==> src/hdl/lmd_pkg.sv <==
package lmd_pkg;

    localparam int BYTE_BITS   = 8;
    localparam int LEN_BITS    = 16;
    localparam int HDR_BYTES   = 4;
    localparam int STORE_DEPTH = HDR_BYTES - 1;

    localparam logic [BYTE_BITS-1:0] FLAG_VALID_MASK = 8'h08;

    typedef enum logic [1:0] {
        KIND_HEADER = 2'd0,
        KIND_BODY   = 2'd1,
        KIND_RESYNC = 2'd2
    } t_kind;

    typedef struct packed {
        logic                 valid;
        t_kind                kind;
        logic [BYTE_BITS-1:0] channel_id;
        logic [BYTE_BITS-1:0] flag_bits;
        logic [LEN_BITS-1:0]  body_length;
        logic [BYTE_BITS-1:0] payload_byte;
        logic                 is_last;
    } t_result;

endpackage

==> src/hdl/lmd_in_if.sv <==
interface lmd_in_if;
    logic                          valid;
    logic                          ready;
    logic [lmd_pkg::BYTE_BITS-1:0] rx_byte;

    modport source (output valid, output rx_byte, input ready);
    modport sink (input valid, input rx_byte, output ready);
endinterface

==> src/hdl/lmd_out_if.sv <==
interface lmd_out_if;
    logic                          valid;
    logic                          ready;
    logic [1:0]                    kind;
    logic [lmd_pkg::BYTE_BITS-1:0] channel_id;
    logic [lmd_pkg::BYTE_BITS-1:0] flag_bits;
    logic [lmd_pkg::LEN_BITS-1:0]  body_length;
    logic [lmd_pkg::BYTE_BITS-1:0] payload_byte;
    logic                          is_last;

    modport source (output valid, output kind, output channel_id, output flag_bits,
                    output body_length, output payload_byte, output is_last,
                    input ready);
    modport sink (input valid, input kind, input channel_id, input flag_bits,
                  input body_length, input payload_byte, input is_last,
                  output ready);
endinterface

==> src/hdl/lmd_step.sv <==
module lmd_step (
    input  logic                          i_clk,
    input  logic                          i_rst_n,
    input  logic                          i_valid,
    input  logic [lmd_pkg::BYTE_BITS-1:0] i_byte,
    output lmd_pkg::t_result              o_result
);

    logic [lmd_pkg::BYTE_BITS-1:0] r_store [lmd_pkg::STORE_DEPTH];
    logic [lmd_pkg::BYTE_BITS-1:0] n_store [lmd_pkg::STORE_DEPTH];
    logic [1:0]                    r_fill, n_fill;
    logic                          r_in_body, n_in_body;
    logic [lmd_pkg::LEN_BITS-1:0]  r_left, n_left;
    logic [lmd_pkg::BYTE_BITS-1:0] r_chan, n_chan;
    logic [lmd_pkg::BYTE_BITS-1:0] r_flags, n_flags;
    logic [lmd_pkg::LEN_BITS-1:0]  r_len, n_len;

    logic [lmd_pkg::LEN_BITS-1:0]  cand_len;
    logic                          body_last;

    assign cand_len  = {r_store[2], i_byte};
    assign body_last = (r_left <= lmd_pkg::LEN_BITS'(1));

    always_comb begin
        n_store   = r_store;
        n_fill    = r_fill;
        n_in_body = r_in_body;
        n_left    = r_left;
        n_chan    = r_chan;
        n_flags   = r_flags;
        n_len     = r_len;

        o_result              = '0;
        o_result.kind         = lmd_pkg::KIND_HEADER;

        if (i_valid) begin
            if (r_in_body) begin
                o_result.valid        = 1'b1;
                o_result.kind         = lmd_pkg::KIND_BODY;
                o_result.channel_id   = r_chan;
                o_result.flag_bits    = r_flags;
                o_result.body_length  = r_len;
                o_result.payload_byte = i_byte;
                o_result.is_last      = body_last;
                if (body_last) begin
                    n_left    = '0;
                    n_in_body = 1'b0;
                end else begin
                    n_left = r_left - lmd_pkg::LEN_BITS'(1);
                end
            end else if (r_fill != 2'd3) begin
                // gather the first three header bytes
                case (r_fill)
                    2'd0:    n_store[0] = i_byte;
                    2'd1:    n_store[1] = i_byte;
                    default: n_store[2] = i_byte;
                endcase
                n_fill = r_fill + 2'd1;
            end else if ((r_store[1] & lmd_pkg::FLAG_VALID_MASK) !=
                         lmd_pkg::FLAG_VALID_MASK) begin
                // bad flags: drop the oldest byte and slide the window
                o_result.valid        = 1'b1;
                o_result.kind         = lmd_pkg::KIND_RESYNC;
                o_result.channel_id   = r_store[0];
                o_result.flag_bits    = r_store[1];
                o_result.body_length  = cand_len;
                o_result.payload_byte = r_store[0];
                o_result.is_last      = 1'b0;
                n_store[0] = r_store[1];
                n_store[1] = r_store[2];
                n_store[2] = i_byte;
            end else begin
                o_result.valid        = 1'b1;
                o_result.kind         = lmd_pkg::KIND_HEADER;
                o_result.channel_id   = r_store[0];
                o_result.flag_bits    = r_store[1];
                o_result.body_length  = cand_len;
                o_result.payload_byte = '0;
                o_result.is_last      = (cand_len == '0);
                n_chan    = r_store[0];
                n_flags   = r_store[1];
                n_len     = cand_len;
                n_fill    = 2'd0;
                n_left    = cand_len;
                n_in_body = (cand_len != '0);
            end
        end
    end

    always_ff @(posedge i_clk) begin
        if (!i_rst_n) begin
            r_fill    <= 2'd0;
            r_in_body <= 1'b0;
            r_left    <= '0;
        end else begin
            r_fill    <= n_fill;
            r_in_body <= n_in_body;
            r_left    <= n_left;
        end
    end

    always_ff @(posedge i_clk) begin
        r_store <= n_store;
        r_chan  <= n_chan;
        r_flags <= n_flags;
        r_len   <= n_len;
    end

endmodule

==> src/hdl/length_prefixed_message_deframer.sv <==
// Length-prefixed message deframer.
// i_rx carries one received byte per transfer (valid/ready, accepted when
// both are high). o_tx carries one result record per transfer: a header
// record (kind 0), a body byte tagged with its channel (kind 1), or a resync
// record (kind 2) naming the byte dropped when a header's flags lack bit 3.
// Header bytes other than the fourth produce no record.
// Throughput: one byte per cycle sustained while o_tx is ready; the state
// update is compare/decrement logic between the input register and the
// result register.
// Each record passes the input register, then the result register, to o_tx.
// Reset (i_rst_n low, synchronous): both register stages empty, header
// gathering restarts from zero bytes, no body in progress.
// Receiver stall: the result register holds its record; the input register
// keeps accepting until it is also full, then i_rx.ready drops. No record
// is lost or repeated.
module length_prefixed_message_deframer (
    input  logic      i_clk,
    input  logic      i_rst_n,
    lmd_in_if.sink    i_rx,
    lmd_out_if.source o_tx
);

    logic                          r_in_valid;
    logic [lmd_pkg::BYTE_BITS-1:0] r_in_byte;
    lmd_pkg::t_result              r_out;
    lmd_pkg::t_result              step_res;
    logic                          advance;

    // the step stage may run whenever the result register is free or draining
    assign advance    = r_in_valid && (!r_out.valid || o_tx.ready);
    assign i_rx.ready = !r_in_valid || advance;

    lmd_step u_step (
        .i_clk    (i_clk),
        .i_rst_n  (i_rst_n),
        .i_valid  (advance),
        .i_byte   (r_in_byte),
        .o_result (step_res)
    );

    always_ff @(posedge i_clk) begin
        if (!i_rst_n) begin
            r_in_valid <= 1'b0;
        end else if (i_rx.ready) begin
            r_in_valid <= i_rx.valid;
        end
    end

    always_ff @(posedge i_clk) begin
        if (i_rx.ready && i_rx.valid) begin
            r_in_byte <= i_rx.rx_byte;
        end
    end

    // hold the payload while the receiver stalls
    always_ff @(posedge i_clk) begin
        if (advance && step_res.valid) begin
            r_out.kind         <= step_res.kind;
            r_out.channel_id   <= step_res.channel_id;
            r_out.flag_bits    <= step_res.flag_bits;
            r_out.body_length  <= step_res.body_length;
            r_out.payload_byte <= step_res.payload_byte;
            r_out.is_last      <= step_res.is_last;
        end
        if (!i_rst_n) begin
            r_out.valid <= 1'b0;
        end else if (advance) begin
            r_out.valid <= step_res.valid;
        end else if (o_tx.ready) begin
            r_out.valid <= 1'b0;
        end
    end

    assign o_tx.valid        = r_out.valid;
    assign o_tx.kind         = r_out.kind;
    assign o_tx.channel_id   = r_out.channel_id;
    assign o_tx.flag_bits    = r_out.flag_bits;
    assign o_tx.body_length  = r_out.body_length;
    assign o_tx.payload_byte = r_out.payload_byte;
    assign o_tx.is_last      = r_out.is_last;

endmodule

==> src/flat_wrapper.sv <==
// flat-port wrapper written by rule: the top's interface ports become plain ports
module length_prefixed_message_deframer_flat 
  (i_clk, i_rst_n, i_rx_valid, i_rx_rx_byte, i_rx_ready, o_tx_valid, o_tx_kind, o_tx_channel_id, o_tx_flag_bits, o_tx_body_length, o_tx_payload_byte, o_tx_is_last, o_tx_ready);
  lmd_in_if i_rx_i ();
  lmd_out_if o_tx_i ();
  input  logic i_clk;
  input  logic i_rst_n;
  input wire logic [$bits(i_rx_i.valid)-1:0] i_rx_valid;
  input wire logic [$bits(i_rx_i.rx_byte)-1:0] i_rx_rx_byte;
  output wire logic [$bits(i_rx_i.ready)-1:0] i_rx_ready;
  output wire logic [$bits(o_tx_i.valid)-1:0] o_tx_valid;
  output wire logic [$bits(o_tx_i.kind)-1:0] o_tx_kind;
  output wire logic [$bits(o_tx_i.channel_id)-1:0] o_tx_channel_id;
  output wire logic [$bits(o_tx_i.flag_bits)-1:0] o_tx_flag_bits;
  output wire logic [$bits(o_tx_i.body_length)-1:0] o_tx_body_length;
  output wire logic [$bits(o_tx_i.payload_byte)-1:0] o_tx_payload_byte;
  output wire logic [$bits(o_tx_i.is_last)-1:0] o_tx_is_last;
  input wire logic [$bits(o_tx_i.ready)-1:0] o_tx_ready;
  assign i_rx_i.valid = i_rx_valid;
  assign i_rx_i.rx_byte = i_rx_rx_byte;
  assign i_rx_ready = i_rx_i.ready;
  assign o_tx_valid = o_tx_i.valid;
  assign o_tx_kind = o_tx_i.kind;
  assign o_tx_channel_id = o_tx_i.channel_id;
  assign o_tx_flag_bits = o_tx_i.flag_bits;
  assign o_tx_body_length = o_tx_i.body_length;
  assign o_tx_payload_byte = o_tx_i.payload_byte;
  assign o_tx_is_last = o_tx_i.is_last;
  assign o_tx_i.ready = o_tx_ready;
  length_prefixed_message_deframer u_core (.i_clk(i_clk), .i_rst_n(i_rst_n), .i_rx(i_rx_i), .o_tx(o_tx_i));
endmodule
==> config.mk <==
export PLATFORM = sky130hd
export DESIGN_NAME = length_prefixed_message_deframer_flat
export DESIGN_NICKNAME = d
export VERILOG_FILES = /design/src/hdl/lmd_pkg.sv /design/src/hdl/lmd_in_if.sv /design/src/hdl/lmd_out_if.sv /design/src/hdl/lmd_step.sv /design/src/hdl/length_prefixed_message_deframer.sv /design/src/flat_wrapper.sv
export SDC_FILE = /design/constraint.sdc
export NUM_CORES = 1
export LEC_CHECK = 0
export BUFFER_PORTS_ARGS = -buffer_cell sky130_fd_sc_hd__clkbuf_2
export CAP_MARGIN = 20
export CORE_UTILIZATION = 54
export CTS_CLUSTER_DIAMETER = 30
export DETAILED_ROUTE_END_ITERATION = 12
export PLACE_DENSITY = 0.74
export SYNTH_ARGS = -nofsm -noshare
export SYNTH_HDL_FRONTEND = slang
export SYNTH_SLANG_ARGS = --single-unit
==> constraint.sdc <==
create_clock -name i_clk -period 6.65 [get_ports i_clk]
set_input_delay 0.9975 -clock i_clk [delete_from_list [all_inputs] [get_ports i_clk]]
set_output_delay 0.9975 -clock i_clk [all_outputs]
set_load 0.005 [all_outputs]
# [Word-level counts from Yosys, hierarchy flattened]
# Index checks and enable logic that the tools add are counted.
[op_classes] addsub=2 n_mul=0 div=0 n_lt_le_gt_ge=1 eq_ne=7 shifts=0 muxes=21 bitwise_logic=3 reduce_logical=22
[ops] op="$mux 44" count=3
[ops] op="$mux 16" count=4
[ops] op="$mux 24" count=2
[ops] op="$mux 43" count=1
[ops] op="$mux 8" count=3
[ops] op="$le 16x1->1 const B" count=1
[ops] op="$logic_not 16->1" count=1
[ops] op="$reduce_and 4->1" count=4
[ops] op="$reduce_bool 16->1" count=1
[ops] op="$sub 16x1->16 const B" count=1
[ops] op="$reduce_and 3->1" count=3
[ops] op="$mux 1" count=6
[ops] op="$ne 2x1->1 const B" count=3
[ops] op="$ne 2x2->1 const B" count=3
[ops] op="$reduce_bool 2->1" count=3
[ops] op="$mux 2" count=2
[ops] op="$logic_and 1x1->1" count=3
[ops] op="$not 1->1" count=3
[ops] op="$reduce_or 3->1" count=1
[ops] op="$add 2x1->2 const B" count=1
[ops] op="$eq 2x1->1 const B" count=1
[ops] op="$logic_not 1->1" count=2
[ops] op="$logic_not 2->1" count=1
[ops] op="$logic_or 1x1->1" count=2
[ops] op="$reduce_or 2->1" count=1
[word_totals] regBits=127 latch_bits=0 ramBits=0 mem_bits_ro=0 input_bits=12 output_inout_bits=45 memories=0

# [Logic depth before layout (Yosys ltp)]
# Gate-level depths: netlist (run 1).
[logic_depth] ltp_word=6 mapped_depth=8

# [By module]
# From an unflattened synthesis (run 1), not the netlist that was laid out.
[hier_totals] hier_cells=387 hier_area_um2=5283.8
[by_module_without_submodules] module="lmd_step" n_inst=1 cells_per_inst=323 area_each_um2=3639.7 seq_area_each_um2=2031.9
[by_module_without_submodules] module="length_prefixed_message_deframer" n_inst=1 cells_per_inst=64 area_each_um2=1644.1 seq_area_each_um2=1571.5

# [Least setup slack after synthesis (run 1)]
# OpenSTA, ideal clock, no wires.
[synth_timing] path_kind="in2reg" from="in o_tx_ready" to="reg, netlist name u_core.o_tx.body_length[0]" setup_ps=458 arrival_time_ps=3413 t_required_ps=6192 slack_ps=2779 cell_stages=3 n_path_buf=0 cell_sequence="nand2b_1 -> nand2_1 -> a21oi_1"
[synth_between] elab_chain_cells=4
[synth_rtl] item="start, declared" line_no="flat_wrapper.sv:18" text="input wire logic [$bits(o_tx_i.ready)-1:0] o_tx_ready;"
[synth_rtl] item="$logic_or 1x1->1 (*)" line_no="length_prefixed_message_deframer.sv:30" text="assign advance = r_in_valid && (!r_out.valid || o_tx.ready);"
[synth_rtl] item="$logic_and 1x1->1 (*)" line_no="length_prefixed_message_deframer.sv:30"
[synth_rtl] item="$mux 44" line_no="lmd_step.sv:36" text="if (i_valid) begin"
[synth_rtl] item="$logic_and 1x1->1 (*)" line_no="length_prefixed_message_deframer.sv:57" text="if (advance && step_res.valid) begin"
# Mark *: on every way between the ends. The rest lies on a longest branch, timed or not.
# A chain may end at the register's enable or synchronous reset.

# [Final worst setup path (run 1)]
[layout_timing] from="reg u_core.u_step.r_in_body" to="reg u_core.u_step.r_store[18] (netlist name), enable pin"
[layout_between] elab_chain_cells=2
[layout_rtl] item="start, declared" line_no="lmd_step.sv:12" text="logic r_in_body, n_in_body;"
[layout_rtl] item="start signal, assigned" line_no="lmd_step.sv:97" text="r_in_body <= n_in_body;"
[layout_rtl] item="$not 1->1 (no source line)"
[layout_rtl] item="$reduce_and 4->1 (no source line)"
[layout_rtl] item="end signal, assigned" line_no="lmd_step.sv:103" text="r_store <= n_store;"
[layout_rtl] item="end, declared" line_no="lmd_step.sv:9" text="logic [lmd_pkg::BYTE_BITS-1:0] r_store [lmd_pkg::STORE_DEPTH];"
# No other way between the ends.

==> results of run 1 <==
[final timing paths]
kind,end,slack [ns],cells past startpoint
setup reg to reg,u_core.u_step.r_store[18]$_DFFE_PP_,3.79,3
hold reg to reg,u_core.u_step.r_chan[7]$_DFFE_PP_,0.47,0
setup / recovery,u_core.u_step.r_store[18]$_DFFE_PP_,3.79,3
hold / removal,u_core.u_step.r_chan[7]$_DFFE_PP_,0.47,0
[worst max-delay path, stage by stage, from the launching register on]
cell,delay [ns]
dfxtp_1,0.56
inv_1,0.63
nand3_1,0.48
a21oi_1,0.82
[power by group through the flow]
stage	clock network [W]	registers [W]	logic [W]
after CTS	0.000931	0.000880	0.0000280
after global routing	0.000968	0.000881	0.0000311
after floorplan	0	0.000888	0.0000197
after global placement	0	0.000896	0.0000264
final	0.000926	0.000880	0.0000282
after detailed placement	0	0.000897	0.0000274
[per-stage QoR]
stage          instances  setup slack, ns  total power, W
6_report             593             3.79         0.00184
3_5_place_dp         559             3.54        0.000924
2_1_floorplan        388             2.78        0.000908
3_3_place_gp         559             3.61        0.000922
4_1_cts              591             3.68         0.00184
5_1_grt              593             3.62         0.00188
[layer usage]
metal / vias up / global-route usage, %
met1: 1706 / 30.9
li1: 1653 / -
met5: - / 0
met3: 19 / 7.10
met4: 0 / 9.48
met2: 202 / 34.5
[flip-flops by register name, summed over array words and instances, names as in the netlist, 16 cells and up]
register / count
u_core.u_step.r_len: 16
u_core.o_tx.body_length: 16
u_core.u_step.r_left: 16
u_core.u_step.r_store: 16
[cell usage in the layout (no fill, tap or decap), types with 3 or more instances in the layout]
cell,instances
clkbuf_2,56
bufinv_16,3
nor3_1,6
a31oi_1,5
o21ai_0,12
edfxtp_1,106
ha_1,5
buf_4,4
o311ai_0,3
or4_1,4
nor2b_1,9
nand2_1,16
a22oi_1,4
a21o_1,15
clkbuf_16,16
nand3_1,6
and3_1,13
and2_1,9
a22o_1,33
nor4_1,12
or3_1,6
a21oi_1,24
nor2_1,19
dfxtp_1,21
inv_6,5
inv_1,9
clkinv_1,3
[final cells by class]
type	count	area [um2]
tap	129	161
fill	703	3010
inverter	11	41.3
clock buffer	17	414
timing repair buffer	62	345
sequential	127	3600
multi-input combinational	232	1530
clock inverter	15	183
[logic make-up after synthesis]
logic type,Yosys count,synth area share (%)
multiplexers,1,0.192
flip-flops,127,69.0
AO/OA/AOI/OAI,114,15.6
buffers and inverters,29,2.08
AND/OR/NAND/NOR,112,11.9
adder cells (fa/ha/maj),5,1.20
==> qor.yml, run 1 <==
finish:
  nets: 468
  syn2layout_area_growth_pct: 20.1
  drive_above_1_share_pct: 21.6
  antenna-diode-count: 0
  final_util_pct: 67.6
  design_area_mm2: 0.00627
clocking:
  cts_tree: "built"
  cts_buffer_depth: 2
  post-cts-setup-buffers: 0
  htree_levels: 4
  clk_pin_slew_ns: 0.06
  root_buffer: "clkbuf_8"
  cts_buffers: 17
  ctsHoldBuffers: 0
  cts.sink_count: 127
  ctsResizeCount: 0
  clock_latency_ns: 0.51
place:
  port_buffers: 56
  placed_cell_area_mm2: 0.00564
  place_congestion: 0.856
  dp_hpwl_um: 6820
worst_setup_path:
  worstPathArrival_ns: 3.00
  cp-startpoint: "u_core.u_step.r_in_body$_SDFFE_PN0P_"
  critical_path_class: "flop to flop"
  critPathCaptureType: "flop"
  r2r-start: "u_core.u_step.r_in_body$_SDFFE_PN0P_"
  cp-start-kind: "flop"
  critPathMaxFanout: 22
  crit_required_ns: 6.79
grt:
  grt_pass1_vias: 3194
  antenna_found_initial: 0
  grt_max_degree: 44
  grt_usage_pct: 22.9
  grt_overflow: 0
  grt_pass1_wl_um: 16800
pwr:
  power_frac_comb_pct: 1.5
  seqPwrFrac_pct: 48.0
  p_clk_share_pct: 50.5
  sw_frac_of_total_pct: 20.7
  power.density_mw_per_mm2: 293
  total_leakage_power_nw: 2.44
  ir_worst_vdd_mv: 0.212
  internal_power_w: 0.00145
  power.switching_w: 0.000381
logic_synthesis:
  synth_common_cells: "edfxtp_1, a22o_1, a21oi_1, dfxtp_1, nor2_1"
  avgSynthCellArea_um2: 13.5
  postSynthCellCount: 388
  synthFlopType: "edfxtp_1"
  ys_top_cells_by_area: "edfxtp_1, dfxtp_1, a22o_1"
  async_flop_share_pct: 0
  synth-edff-count: 106
  synth_top_area_share_pct: 60.9
  synth_top_area_cell: "edfxtp_1"
  yosysWarnings: 0
  syn_area_mm2: 0.00522
  post-synth-top-count-cell: "edfxtp_1"
  syn_nets: 405
  synthDistinctLibCells: 46
  synth-seq-cells: 127
  ys_seq_area_share_pct: 69.0
timing:
  skew_ns: 0.0111
  fin_crit_ns: 2.86
  setup-tns-final_ns: 0
  rsz0062_at_grt: "false"
  max_freq_mhz: 349
  hold_slack_ns: 0.471
  fin_crit_sh_pct: 43.1
  finalMaxSlewViolations: 0
  setup_viol: 0
  relSlewSlack_pct: 33.3
  hold_viol: 0
  worst_pin_slew_ns: 0.996
floorplan:
  rows: 35
  die_w_um: 100
  initial_core_util_pct: 56.3
  io_pins: 57
  dieHeight_um: 100
  core_region_area_mm2: 0.00928
  dieArea_mm2: 0.0101
outcome:
  status: "complete, no violations"
job:
  max-cap-violations: 0
routing:
  drt_pass1_iterations: 5
  first_iter_violations: 250
  wl_per_cell_um: 18.5
  via_per_inst: 6.04
  postRouteAntennaNets: 0
  wl_met3_um: 1070
  drc: 0
  wl_um: 10900
  top_layer_used: "met4"
  met1Wirelength_um: 4570
  route.met2.wl_um: 5070
  num_vias: 3580
hold_path:
  hp-class: "flop to flop"
  hp-start: "u_core.u_step.r_store[23]$_DFFE_PP_"
Note: power is estimated with default switching activity, not from simulation.
==> run 2, diff against run 1 <==
clock period = 2.8 ns   (was 6.65 ns; I/O delays follow)
==> run 2 against run 1 <==
  * Design area hardly changed
  * Die area unchanged
  * First-iteration DRC count decreased by 11%
  * Cell count grew 0.84%
  * Clock skew is 0.0050 ns lower
  * Register-to-register slack lost 3.4 ns
  * Critical path depth up 4
  * Combinational power up 150%
  * Critical endpoint is now u_core.u_step.r_left[7]$_SDFFE_PN0P_
  * Largest cell class unchanged
  * Highest routed layer unchanged
==> qor.yml, run 2 (synthesis gave the netlist of run 1 again) <==
place:
  place_congestion: 0.845  # was 0.856
  dp_hpwl_um: 7030  # was 6820 um
  port_buffers: 56  # unchanged
pwr:
  ir_worst_vdd_mv: 0.454  # was 0.212 mV
  power.density_mw_per_mm2: 666  # was 293 mW/mm2
  total_leakage_power_nw: 2.44  # about the same
worst_setup_path:
  r2r-end: "u_core.u_step.r_left[7]$_SDFFE_PN0P_"  # was u_core.u_step.r_store[18]$_DFFE_PP_
  r2r_slack_ns: 0.36  # was 3.79 ns
  critical_path_class: "flop to flop"  # unchanged
  cp-start-kind: "flop"  # unchanged
  crit_required_ns: 3.18  # was 6.79 ns
  worstPathArrival_ns: 2.82  # was 3.00 ns
  r2r-start: "u_core.u_step.r_fill[0]$_SDFFE_PN0P_"  # was u_core.u_step.r_in_body$_SDFFE_PN0P_
  critPathCaptureType: "flop"  # unchanged
  worstRegToRegCells: 7  # was 3
  critPathMaxFanout: 19  # was 22
timing:
  rsz0062_at_grt: "false"  # unchanged
  setup-tns-final_ns: 0  # unchanged
  fin_crit_ns: 2.44  # was 2.86 ns
  finalMaxSlewViolations: 0  # unchanged
  fin_crit_sh_pct: 87.2  # was 43.1%
  hold_viol: 0  # unchanged
  skew_ns: 0.00611  # was 0.0111 ns
  hold_slack_ns: 0.0834  # was 0.471 ns
  relSlewSlack_pct: 58.3  # was 33.3%
  max_freq_mhz: 409  # was 349 MHz
  setup_viol: 0  # unchanged
  worst_pin_slew_ns: 0.626  # was 0.996 ns
grt:
  antenna_found_initial: 0  # unchanged
  grt_max_degree: 44  # unchanged
  grt_pass1_wl_um: 17500  # was 16800 um
  grt_pass1_vias: 3212  # was 3194
  grt_usage_pct: 23.7  # was 22.9%
  grt_overflow: 0  # unchanged
hold_path:
  hp-start: "i_rx_rx_byte[7]"  # was u_core.u_step.r_store[23]$_DFFE_PP_
  hold_depth: 1  # was 0
  hp-class: "input port to flop"  # was flop to flop
  holdPathEnd: "u_core.r_in_byte[7]$_DFFE_PP_"  # was u_core.u_step.r_chan[7]$_DFFE_PP_
finish:
  nets: 473  # was 468
  antenna-diode-count: 0  # unchanged
  final_common_cell: "edfxtp_1"  # unchanged
  seq_area_mm2: 0.00360  # unchanged
  fillers: 695  # was 703
  drive_above_1_share_pct: 22.6  # was 21.6%
  syn2layout_area_growth_pct: 20.1  # about the same
  layout_common_cells: "edfxtp_1, clkbuf_2, a22o_1, a21oi_1, dfxtp_1"  # unchanged
  multi_input_area_mm2: 0.00153  # unchanged
clocking:
  clk_pin_slew_ns: 0.06  # about the same
  clock_latency_ns: 0.51  # about the same
  cts_buffer_depth: 2  # unchanged
  ctsResizeCount: 0  # unchanged
  ctsHoldBuffers: 0  # unchanged
  post-cts-setup-buffers: 0  # unchanged
  cts_tree: "built"  # unchanged
  cts.sink_count: 127  # unchanged
  cts_buffers: 17  # unchanged
  root_buffer: "clkbuf_8"  # unchanged
  htree_levels: 4  # unchanged
routing:
  drt_pass1_iterations: 7  # was 5
  postRouteAntennaNets: 0  # unchanged
  wl_per_cell_um: 18.9  # was 18.5 um
  via_per_inst: 6.07  # was 6.04
  num_vias: 3630  # was 3580
  first_iter_violations: 223  # was 250
  wl_um: 11300  # was 10900 um
  drc: 0  # unchanged
floorplan:
  core_region_area_mm2: 0.00928  # unchanged
  dieArea_mm2: 0.0101  # unchanged
  die_w_um: 100  # unchanged
  rows: 35  # unchanged
  initial_core_util_pct: 56.3  # unchanged
  dieHeight_um: 100  # unchanged
  io_pins: 57  # unchanged
job:
  max-cap-violations: 0  # unchanged
outcome:
  status: "complete, no violations"  # unchanged
==> run 2: changes by cell type in the layout (fill, tap and decap cells not counted), sizes merged <==
| cell | before | now |
|---|---|---|
| clkinv | 6 | 8 |
| clkbuf | 74 | 73 |
| buf | 5 | 11 |
| bufinv | 3 | 1 |
| clkinvlp | 2 | 4 |
| inv | 15 | 13 |
==> run 2: layer usage <==
layer | up-vias | wire (um) | track usage, %
met2 | 175 | 5240 | 35.0
met4 | 0 | 233 | 9.70
li1 | 1672 | - | -
met1 | 1763 | 5050 | 33.8
met3 | 20 | 798 | 5.92
met5 | - | 0 | 0
==> run 2: worst max-delay path, stage by stage (launching register included) <==
cell and delay (ns):
dfxtp_1 0.35, ha_1 0.44, and2_1 0.28, o211ai_1 0.30
inv_1 0.33, and3_1 0.28, a221oi_1 0.22, a21oi_1 0.11
==> run 2: worst max path at each step <==
stage | from | cells after the start | endpoint
finish | u_core.u_step.r_fill[0]$_SDFFE_PN0P_ | 7 | u_core.u_step.r_left[7]$_SDFFE_PN0P_
global route | u_core.u_step.r_fill[0]$_SDFFE_PN0P_ | 7 | u_core.u_step.r_left[7]$_SDFFE_PN0P_
CTS | u_core.u_step.r_fill[0]$_SDFFE_PN0P_ | 7 | u_core.u_step.r_left[7]$_SDFFE_PN0P_
global placement | o_tx_ready | 5 | u_core.o_tx.body_length[10]$_SDFFCE_PN0P_
floorplan | o_tx_ready | 4 | u_core.u_step.r_chan[0]$_DFFE_PP_
detailed placement | o_tx_ready | 5 | u_core.o_tx.body_length[13]$_SDFFCE_PN0P_
==> run 2: area by class of cell <==
type / count / area share (%)
clock buffers: 17 / 6.60
inverters: 11 / 0.658
multi-input cells: 232 / 24.3
well taps: 129 / 2.57
repair buffers: 67 / 6.18
clock inverters: 15 / 2.21
flip-flops and latches: 127 / 57.5
==> run 2: power breakdown <==
group	total (W)	switching (W)	leakage, nW	internal [W]
clock network	0.00202	0.000831	0.263	0.00119
registers	0.00209	0.0000350	1.19	0.00206
logic	0.0000701	0.0000399	0.984	0.0000301
total	0.00418	0.000906	2.44	0.00327
==> run 2: stage by stage <==
| step | cell area [um2] | utilization [%] | setup WS, ns | power (W) | cells |
|---|---|---|---|---|---|
| after floorplan | 5230 | - | 0.176 | 0.00216 | 388 |
| after global placement | 5700 | 61.4 | 0.336 | 0.00219 | 565 |
| after detailed placement | 5700 | 61.4 | 0.300 | 0.00220 | 565 |
| after CTS | 6250 | 67.3 | 0.396 | 0.00420 | 597 |
| after global routing | 6270 | 67.6 | 0.180 | 0.00430 | 598 |
| final | 6270 | 67.6 | 0.357 | 0.00418 | 598 |
